`src/rrts_pkg.sv`:
```
package rrts_pkg;

    localparam int MaxTasks = 16;
    localparam int SlotW = $clog2(MaxTasks);
    localparam int CntW = $clog2(MaxTasks + 1);

    localparam logic [2:0] OP_CREATE = 3'd0;
    localparam logic [2:0] OP_BLOCK = 3'd1;
    localparam logic [2:0] OP_SLEEP = 3'd2;
    localparam logic [2:0] OP_UNBLOCK = 3'd3;
    localparam logic [2:0] OP_SOFT = 3'd4;
    localparam logic [2:0] OP_SCHED = 3'd5;

    localparam logic [3:0] ST_RUNNING = 4'd0;
    localparam logic [3:0] ST_READY = 4'd1;
    localparam logic [3:0] ST_IDLE = 4'd2;
    localparam logic [3:0] ST_SLEEPING = 4'd4;

    localparam logic [2:0] STS_OK = 3'd0;
    localparam logic [2:0] STS_FULL = 3'd1;
    localparam logic [2:0] STS_NOT_FOUND = 3'd2;
    localparam logic [2:0] STS_ALREADY = 3'd3;
    localparam logic [2:0] STS_NO_READY = 3'd4;
    localparam logic [2:0] STS_PAST = 3'd5;

    typedef enum logic [2:0] {
        S_IDLE,
        S_DECODE,
        S_FIND,
        S_SCAN,
        S_OUT
    } t_state;

    typedef struct packed {
        logic load;
        logic exec;
        logic find_init;
        logic find_step;
        logic scan_init;
        logic scan_step;
        logic finish;
    } t_cmd;

    typedef struct packed {
        logic need_find;
        logic need_scan;
        logic find_done;
        logic scan_done;
    } t_stat;

endpackage

```
`src/rrts_ctrl.sv`:
```
module rrts_ctrl import rrts_pkg::*; (
    input  logic  i_clk,
    input  logic  i_rst_n,
    input  logic  i_in_fire,
    input  logic  i_out_busy,
    input  t_stat i_stat,
    output t_cmd  o_cmd,
    output logic  o_ready
);

    t_state r_state, n_state;

    always_ff @(posedge i_clk) begin
        if (!i_rst_n) begin
            r_state <= S_IDLE;
        end else begin
            r_state <= n_state;
        end
    end

    always_comb begin
        n_state = r_state;
        o_cmd = '0;
        o_ready = 1'b0;
        case (r_state)
            S_IDLE: begin
                o_ready = 1'b1;
                if (i_in_fire) begin
                    o_cmd.load = 1'b1;
                    n_state = S_DECODE;
                end
            end
            S_DECODE: begin
                o_cmd.exec = 1'b1;
                if (i_stat.need_find) begin
                    o_cmd.find_init = 1'b1;
                    n_state = S_FIND;
                end else if (i_stat.need_scan) begin
                    o_cmd.scan_init = 1'b1;
                    n_state = S_SCAN;
                end else begin
                    n_state = S_OUT;
                end
            end
            S_FIND: begin
                o_cmd.find_step = 1'b1;
                if (i_stat.find_done) n_state = S_OUT;
            end
            S_SCAN: begin
                o_cmd.scan_step = 1'b1;
                if (i_stat.scan_done) n_state = S_OUT;
            end
            S_OUT: begin
                if (!i_out_busy) begin
                    o_cmd.finish = 1'b1;
                    n_state = S_IDLE;
                end
            end
            default: n_state = S_IDLE;
        endcase
    end

endmodule

```
`src/rrts_dp.sv`:
```
module rrts_dp import rrts_pkg::*; (
    input  logic        i_clk,
    input  logic        i_rst_n,
    input  t_cmd        i_cmd,
    input  logic [2:0]  i_opcode,
    input  logic [15:0] i_task_id,
    input  logic [3:0]  i_state_code,
    input  logic [31:0] i_wake_time,
    input  logic [31:0] i_now_tick,
    output t_stat       o_stat,
    output logic [2:0]  o_status,
    output logic [15:0] o_running_id,
    output logic        o_switched,
    output logic [15:0] o_new_id
);

    logic [15:0]      r_id [MaxTasks];
    logic [3:0]       r_st [MaxTasks];
    logic [31:0]      r_wake [MaxTasks];
    logic [CntW-1:0]  r_used;
    logic [SlotW-1:0] r_cur;
    logic             r_idle;
    logic [CntW-1:0]  r_live;
    logic [15:0]      r_last;
    logic [2:0]       r_op;
    logic [15:0]      r_tid;
    logic [3:0]       r_code;
    logic [31:0]      r_wk, r_now;
    logic [2:0]       r_status;
    logic [15:0]      r_new;
    logic             r_was_idle;
    logic [SlotW-1:0] r_was_slot;
    logic [SlotW-1:0] r_pos;
    logic [CntW-1:0]  r_n;
    logic             need_find, need_scan;

    logic [CntW-1:0]  live_dn, live_up;
    logic             run_sched;
    logic [SlotW-1:0] used_m1, pos_nx, cur_after;
    logic [SlotW-1:0] used_lo;
    logic [3:0]       blk_code;

    assign used_lo = r_used[SlotW-1:0];
    assign used_m1 = SlotW'(r_used - 1'b1);
    assign live_dn = (r_live != '0) ? r_live - 1'b1 : r_live;
    assign live_up = (r_live < CntW'(MaxTasks)) ? r_live + 1'b1 : r_live;
    assign pos_nx = (r_pos == '0) ? used_m1 : r_pos - 1'b1;
    assign blk_code = (r_op == OP_SLEEP) ? ST_SLEEPING : r_code;

    assign o_stat.need_find = need_find;
    assign o_stat.need_scan = need_scan;
    assign o_stat.find_done = (r_n == '0) || (r_id[r_pos] == r_tid && r_tid != '0);
    assign o_stat.scan_done = (r_n == '0) || (r_st[pos_nx] == ST_READY);

    always_comb begin
        run_sched = 1'b0;
        if (r_op == OP_BLOCK) run_sched = 1'b1;
        if (r_op == OP_SLEEP && !(r_wk < r_now)) run_sched = 1'b1;
        if (r_op == OP_SCHED) run_sched = 1'b1;
        cur_after = r_cur;
    end

    always_comb begin
        need_find = (r_op == OP_UNBLOCK) || (r_op == OP_SOFT);
        need_scan = 1'b0;
        if (run_sched) begin
            if (r_op == OP_SCHED || r_idle) need_scan = (r_live != '0);
            else need_scan = (live_dn != '0);
        end
    end

    always_ff @(posedge i_clk) begin
        if (!i_rst_n) begin
            for (int k = 0; k < MaxTasks; k++) begin
                r_id[k] <= '0;
                r_st[k] <= '0;
            end
            r_id[0] <= 16'd1;
            r_id[1] <= 16'd2;
            r_st[0] <= ST_RUNNING;
            r_st[1] <= ST_READY;
            r_used <= CntW'(2);
            r_cur <= '0;
            r_idle <= 1'b0;
            r_live <= CntW'(2);
            r_last <= 16'd2;
            r_op <= '0;
            r_n <= '0;
            r_pos <= '0;
        end else begin
            if (i_cmd.load) begin
                r_op <= i_opcode;
                r_tid <= i_task_id;
                r_code <= i_state_code;
                r_wk <= i_wake_time;
                r_now <= i_now_tick;
                r_status <= STS_OK;
                r_new <= '0;
                r_was_idle <= r_idle;
                r_was_slot <= r_cur;
            end
            if (i_cmd.exec) begin
                case (r_op)
                    OP_CREATE: begin
                        if (r_code != ST_IDLE) begin
                            if (r_used >= CntW'(MaxTasks)) begin
                                r_status <= STS_FULL;
                            end else begin
                                r_last <= r_last + 1'b1;
                                r_new <= r_last + 1'b1;
                                r_id[used_lo] <= r_last + 1'b1;
                                r_st[used_lo] <= r_code;
                                r_wake[used_lo] <= '0;
                                r_used <= r_used + 1'b1;
                                if (r_code == ST_READY) r_live <= live_up;
                            end
                        end
                    end
                    OP_BLOCK, OP_SLEEP, OP_SCHED: begin
                        if (r_op == OP_SLEEP && r_wk < r_now) begin
                            r_status <= STS_PAST;
                        end else begin
                            if (!r_idle) begin
                                if (r_op == OP_SCHED) begin
                                    if (need_scan && r_st[r_cur] == ST_RUNNING) begin
                                        r_st[r_cur] <= ST_READY;
                                    end
                                end else begin
                                    r_live <= live_dn;
                                    if (r_op == OP_SLEEP) r_wake[r_cur] <= r_wk;
                                    if (need_scan && blk_code == ST_RUNNING) begin
                                        r_st[r_cur] <= ST_READY;
                                    end else begin
                                        r_st[r_cur] <= blk_code;
                                    end
                                end
                            end
                            if (!need_scan) begin
                                r_idle <= 1'b1;
                            end
                        end
                    end
                    default: ;
                endcase
                if (need_find) begin
                    r_pos <= used_m1;
                    r_n <= r_used;
                end
                if (need_scan) begin
                    r_pos <= r_idle ? used_lo : r_cur;
                    r_n <= r_used;
                end
            end
            if (i_cmd.find_step) begin
                if (r_n == '0) begin
                    r_status <= STS_NOT_FOUND;
                end else if (r_id[r_pos] == r_tid && r_tid != '0) begin
                    if (r_op == OP_UNBLOCK) begin
                        r_live <= live_up;
                        if (!r_idle && r_cur != r_pos) r_st[r_cur] <= ST_READY;
                        r_st[r_pos] <= ST_RUNNING;
                        r_cur <= r_pos;
                        r_idle <= 1'b0;
                    end else if (r_st[r_pos] == ST_READY || r_st[r_pos] == ST_RUNNING) begin
                        r_status <= STS_ALREADY;
                    end else begin
                        r_live <= live_up;
                        r_st[r_pos] <= ST_READY;
                    end
                end else begin
                    r_pos <= r_pos - 1'b1;
                    r_n <= r_n - 1'b1;
                end
            end
            if (i_cmd.scan_step) begin
                if (r_n == '0) begin
                    r_status <= STS_NO_READY;
                    r_idle <= 1'b1;
                end else if (r_st[pos_nx] == ST_READY) begin
                    r_st[pos_nx] <= ST_RUNNING;
                    r_cur <= pos_nx;
                    r_idle <= 1'b0;
                end else begin
                    r_pos <= pos_nx;
                    r_n <= r_n - 1'b1;
                end
            end
        end
    end

    assign o_status = r_status;
    assign o_running_id = r_idle ? '0 : r_id[cur_after];
    assign o_switched = (r_was_idle != r_idle) || (!r_idle && r_was_slot != r_cur);
    assign o_new_id = r_new;

endmodule

```
`src/round_robin_task_scheduler_unit.sv`:
```
// Task table of 16 slots with a round-robin pick of the next ready task and
// an idle task (id 0) as fallback. One word in gives one word out. A word
// passes through decode and then, where its opcode needs it, an id lookup
// (unblock, soft unblock) or a ready scan (block, sleep, schedule) before its
// result is written; the lookup and the scan walk the slot table one entry a
// cycle. The next word is accepted as soon as the result sits in the output
// register; that word then holds in its last cycle until the waiting result
// is taken.
module round_robin_task_scheduler_unit import rrts_pkg::*; (
    input  logic        i_clk,
    input  logic        i_rst_n,
    input  logic        s_axis_tvalid,
    output logic        s_axis_tready,
    // opcode[2:0], task_id[18:3], state_code[22:19], wake_time[54:23],
    // now_tick[86:55], zero fill
    input  logic [87:0] s_axis_tdata,
    output logic        m_axis_tvalid,
    input  logic        m_axis_tready,
    // status[2:0], running_id[18:3], switched[19], new_id[35:20], zero fill
    output logic [39:0] m_axis_tdata
);

    t_cmd        cmd;
    t_stat       stat;
    logic        r_ovalid;
    logic [39:0] r_odata;
    logic [2:0]  status;
    logic [15:0] running_id;
    logic        switched;
    logic [15:0] new_id;
    logic        in_fire;

    assign in_fire = s_axis_tvalid && s_axis_tready;

    rrts_ctrl u_ctrl (
        .i_clk      (i_clk),
        .i_rst_n    (i_rst_n),
        .i_in_fire  (in_fire),
        .i_out_busy (r_ovalid && !m_axis_tready),
        .i_stat     (stat),
        .o_cmd      (cmd),
        .o_ready    (s_axis_tready)
    );

    rrts_dp u_dp (
        .i_clk        (i_clk),
        .i_rst_n      (i_rst_n),
        .i_cmd        (cmd),
        .i_opcode     (s_axis_tdata[2:0]),
        .i_task_id    (s_axis_tdata[18:3]),
        .i_state_code (s_axis_tdata[22:19]),
        .i_wake_time  (s_axis_tdata[54:23]),
        .i_now_tick   (s_axis_tdata[86:55]),
        .o_stat       (stat),
        .o_status     (status),
        .o_running_id (running_id),
        .o_switched   (switched),
        .o_new_id     (new_id)
    );

    always_ff @(posedge i_clk) begin
        if (!i_rst_n) begin
            r_ovalid <= 1'b0;
        end else if (cmd.finish) begin
            r_ovalid <= 1'b1;
        end else if (m_axis_tready) begin
            r_ovalid <= 1'b0;
        end
    end

    always_ff @(posedge i_clk) begin
        if (cmd.finish) r_odata <= {4'd0, new_id, switched, running_id, status};
    end

    assign m_axis_tvalid = r_ovalid;
    assign m_axis_tdata = r_odata;

    a_no_accept_busy: assert property (@(posedge i_clk) disable iff (!i_rst_n)
        cmd.scan_step |-> !s_axis_tready)
        else $error("input accepted during scan");
    a_one_result: assert property (@(posedge i_clk) disable iff (!i_rst_n)
        cmd.finish |=> m_axis_tvalid)
        else $error("result lost");
    a_status_range: assert property (@(posedge i_clk) disable iff (!i_rst_n)
        m_axis_tvalid |-> m_axis_tdata[2:0] <= STS_PAST)
        else $error("bad status");

endmodule
```
`config.mk`:
```
export PLATFORM = sky130hd
export DESIGN_NAME = round_robin_task_scheduler_unit
export DESIGN_NICKNAME = d
export VERILOG_FILES = /design/src/rrts_pkg.sv /design/src/rrts_ctrl.sv /design/src/rrts_dp.sv /design/src/round_robin_task_scheduler_unit.sv
export SDC_FILE = /design/constraint.sdc
export NUM_CORES = 1
export LEC_CHECK = 0
export BUFFER_PORTS_ARGS = -buffer_cell sky130_fd_sc_hd__clkbuf_2
export CAP_MARGIN = 5
export CORE_MARGIN = 2
export CORE_UTILIZATION = 25
export CTS_BUF_LIST = sky130_fd_sc_hd__clkbuf_4 sky130_fd_sc_hd__clkbuf_8
export CTS_CLUSTER_DIAMETER = 120
export DETAILED_ROUTE_END_ITERATION = 10
export PLACE_DENSITY_LB_ADDON = 0.12
export SKIP_CTS_REPAIR_TIMING = 1
export SLEW_MARGIN = 20
export SYNTH_ARGS = -nofsm -noshare
export SYNTH_HDL_FRONTEND = slang
export SYNTH_HIERARCHICAL = 1
export SYNTH_SLANG_ARGS = --single-unit
export TNS_END_PERCENT = 30
```
`constraint.sdc`:
```
create_clock -name i_clk -period 7.8 [get_ports i_clk]
set_input_delay 0.39 -clock i_clk [delete_from_list [all_inputs] [get_ports i_clk]]
set_output_delay 0.39 -clock i_clk [all_outputs]
set_load 0.005 [all_outputs]
```
Word level (Yosys, flattened, before mapping)
Memory sizes are Yosys's and may differ from the RTL's. A register that Yosys moved wholly into a read port is not among the register bits.
Cells that the tools add are included.
{"block": "word_totals", "ff_bits": 175, "mem_count": 2, "romBits": 0, "input_bits": 92, "latch_bits": 0, "mem_bits_rw": 320, "wordCells": 276}
{"block": "classes", "multipliers": 0, "div_mod_pow": 0, "muxes": 177, "n_bitwise": 9, "eq_ne": 21, "order_cmp": 3, "n_reduce_logical": 38, "addsub": 7, "n_shift": 0}
{"name": "u_dp.r_id", "depth": 16, "width": 16, "read_ports": 2, "rd_clocked_by_memory_dff": 2, "write_ports": 16, "line": "rrts_dp.sv:17", "source": "logic [15:0] r_id [MaxTasks];"}
{"name": "u_dp.r_st", "depth": 16, "width": 4, "read_ports": 3, "rd_clocked_by_memory_dff": 2, "write_ports": 16, "line": "rrts_dp.sv:18", "source": "logic [3:0] r_st [MaxTasks];"}
{"operator": "2-to-1 mux 4 bit", "count": 37}
{"operator": "2-to-1 mux 16 bit", "count": 8}
{"operator": "2-to-1 mux 5 bit", "count": 23}
{"operator": "2-to-1 mux 1 bit", "count": 87}
{"operator": "2-to-1 mux 3 bit", "count": 18}
{"operator": "< comparator 32 bit", "count": 1}
{"operator": "adder 16 x 1 -> 16 bit (second input constant)", "count": 1}
{"operator": "equality test 16 bit", "count": 1}
{"operator": "logical NOT 4 bit", "count": 4}
{"operator": "nonzero test 16 bit", "count": 1}
{"operator": "OR reduction 16 bit", "count": 1}
{"operator": "OR reduction 4 bit", "count": 4}
{"operator": "case mux 3 bit (5 select lines)", "count": 1}
{"operator": "equality test 3 x 2 -> 1 bit (second input constant)", "count": 4}
{"operator": "equality test 4 x 1 -> 1 bit (second input constant)", "count": 3}
{"operator": "adder 5 x 1 -> 5 bit (second input constant)", "count": 2}
{"operator": "case mux 5 bit (2 select lines)", "count": 1}
{"operator": "nonzero test 5 bit", "count": 2}
{"operator": "subtractor 5 x 1 -> 5 bit (second input constant)", "count": 2}
{"operator": "equality test 3 bit (second input constant)", "count": 3}
{"operator": "logical AND 1 bit", "count": 9}
{"operator": "!= test 2 bit (second input constant)", "count": 4}
{"operator": "!= test 4 bit", "count": 2}
{"operator": "bitwise OR 1 bit", "count": 8}
{"operator": "other kinds (17)", "count": 28}

Logic depth before layout (Yosys ltp)
{"block": "depth", "depth_word": 21, "ltp_mapped": 18}

Hierarchy
The synthesis kept the hierarchy.
{"module": "rrts_dp", "n_inst": 1, "cells_per_inst": 2195, "area_each_um2": 25102.8}
{"module": "round_robin_task_scheduler_unit", "n_inst": 1, "cells_per_inst": 45, "area_each_um2": 1162.4}
{"module": "rrts_ctrl", "n_inst": 1, "cells_per_inst": 34, "area_each_um2": 261.5}

Worst setup path before layout
No wires, ideal clock.
{"block": "synth_timing", "kind": "reg2reg", "start": "register u_ctrl.r_state[0]", "end": "register u_dp.r_code[0], enable pin", "path_slack_ps": 1860, "n_path_buf": 3, "setup_time_ps": 538, "stages_incl_launch_ff": 9, "arrival_time_ps": 5403, "cell_sequence": "dfxtp_1 > buf_4 > nor3_1 > and2_1 > and2_1 > clkbuf_1 > clkinv_1 > clkbuf_1 > nor2_1"}
{"element": "from (decl)", "line": "rrts_ctrl.sv:11", "source": "t_state r_state, n_state;"}
{"element": "from (signal assigned)", "line": "rrts_ctrl.sv:17", "source": "r_state <= n_state;"}
{"element": "to (signal assigned)", "line": "rrts_dp.sv:94", "source": "r_code <= i_state_code;"}
{"element": "to (decl)", "line": "rrts_dp.sv:27", "source": "logic [3:0] r_code;"}

==> impl_metrics.py <==
metrics = {
    "worst_setup_path": {
        "worst_path_largest_cell_delay_ns": 0.71,
        "crit_buf_inv": 1,
        "crit_chain": "buf_4 -> and2_1 -> a22oi_1 -> a21o_1 -> a2111oi_0 -> and4_1 -> o21ai_2 -> o31ai_4 -> o21ai_1 -> nand2_1 -> mux2i_1 -> and2_1",
        "startpoint_type": "register",
        "cp_slowest_cell": "and2_1",
        "path_class": "reg2reg",
        "crit_family": "compound AO/OA/AOI/OAI gates",
        "reg2reg_from": "u_dp/r_pos[0]",
        "cp.required_ns": 8.43,
        "path_max_fanout": 16,
        "cp-end-kind": "register",
        "startpoint": "u_dp/r_pos[0]",
        "crit_top_cell": "and2_1",
        "worstPathArrival_ns": 6.05,
    },
    "sta": {
        "whs_ns": 0.0635,
        "period_share_pct": 69.5,
        "hold_viol_final": 0,
        "tns_ns": 0,
        "min_period_ns": 5.42,
        "setup_viol": 0,
        "final.setup_skew_ns": 0.0528,
        "finalWorstSetupSlack_ns": 2.38,
        "relSlewSlack_pct": 22.5,
        "tightestPinTransition_ns": 1.16,
        "fmax_ghz": 0.184,
        "slew_viol_final": 0,
        "rsz0062_at_grt": "false",
    },
    "routing": {
        "wl_um": 93000,
        "dr.first_iter.drc_count": 1477,
        "drc": 0,
        "viasPerCell": 4.93,
        "drt_pre_antenna_iters": 5,
        "post_drt_wl_per_cell_um": 23.4,
        "ant_nets": 0,
        "vias": 19600,
    },
    "clock_tree": {
        "cts_made_buffers": 96,
        "clock-sinks": 511,
        "clockRootBuffer": "clkbuf_8",
        "insertion_delay_ns": 0.78,
        "clockBufferDepth": 3,
        "path_clk_slew_ns": 0.06,
        "cts_tree": "built",
        "h-tree-depth": 3,
    },
    "final_layout": {
        "nets": 2635,
        "drive_above_1_share_pct": 20.7,
        "utilization_pct": 30.0,
        "fillerInstances": 10800,
        "fin_cells": 3968,
        "mostFrequentLayoutCell": "edfxtp_1",
        "area_growth_pct": 19.3,
        "final_cell_mix": "400 x edfxtp_1, 365 x nor2_1, 181 x nand2_1",
        "finalInstanceArea_um2": 31600,
    },
    "grt": {
        "grt_pass1_vias": 19900,
        "overflow": 0,
        "grt_use_total_pct": 17.0,
        "grt_pass1_wl_um": 136000,
        "grt_max_degree": 100,
        "antenna_found_initial": 3,
    },
    "flow_run": {
        "drv_cap": 0,
    },
    "die": {
        "core_area_um2": 105000,
        "die_w_um": 330,
        "pin_count": 134,
        "die-area_um2": 109000,
        "rows": 119,
        "start_util_pct": 25.2,
        "dieHeight_um": 330,
    },
    "placed_design": {
        "dp_hpwl_um": 62200,
        "place_ws_ns": 2.22,
        "dpl-instance-area_um2": 28800,
        "gp_congestion": 0.844,
        "place_inst": 3703,
        "portBuffers": 128,
    },
    "power_and_ir_drop": {
        "powerDensity_nw_per_um2": 257,
        "vdd_drop_max_v": 0.000135,
        "p_leak_nw": 10.9,
        "power_mw": 8.14,
    },
    "outcome": {
        "status": "completed",
    },
    "logic_synthesis": {
        "syn_area_um2": 26500,
        "netlist_instances": 2272,
        "syn_avg_cell_area_um2": 11.7,
        "yosysWarningCount": 6,
    },
    "worst_hold_path": {
        "hp-class": "in2reg",
        "hold_start": "i_rst_n",
    },
}
## sequential cells by signal, summed over array words and instances (netlist names), 5 cells and up
register / flops
m_axis_tdata: 36
u_dp/o_new_id: 16
u_dp/r_id: 256
u_dp/r_last: 16
u_dp/r_live: 5
u_dp/r_n: 5
u_dp/r_now: 32
u_dp/r_st: 64
u_dp/r_tid: 16
u_dp/r_used: 5
u_dp/r_wk: 32
## layout make-up
| type | count | area (um^2) | share of cell area (%) |
|---|---|---|---|
| Timing Repair Buffer | 274 | 1980 | 6.27 |
| Antenna cell | 1 | 2.50 | 0.00791 |
| Sequential cell | 511 | 14200 | 45.0 |
| Inverter | 63 | 236 | 0.748 |
| Clock buffer | 131 | 1630 | 5.15 |
| Clock inverter | 45 | 335 | 1.06 |
| Tap cell | 1391 | 1740 | 5.50 |
| Multi-Input combinational cell | 1552 | 11500 | 36.2 |
## path summary, 6_finish.rpt
path                           end  slack (ns)  cells past startpoint
setup / recovery   u_dp/r_st[7][1]        2.38                     12
hold / removal      u_dp/r_live[3]        0.06                      2
setup reg to reg   u_dp/r_st[7][1]        2.38                     12
hold reg to reg   m_axis_tdata[27]        0.44                      0
## layer usage
metal | routed length [um] | vias to the layer above | global-route usage (%)
met5 | 0 | - | 0
met4 | 2160 | 0 | 5.05
met3 | 5680 | 131 | 3.39
met2 | 43400 | 588 | 27.5
met1 | 41800 | 9924 | 22.8
li1 | - | 8921 | -
## report_power, final
group | switching [mW] | leakage [nW] | internal (mW)
Combinational | 1.28 | 4.95 | 0.669
Sequential | 0.217 | 4.88 | 3.24
Clock | 1.25 | 1.04 | 1.49
Power figures use the tool's default switching activity.
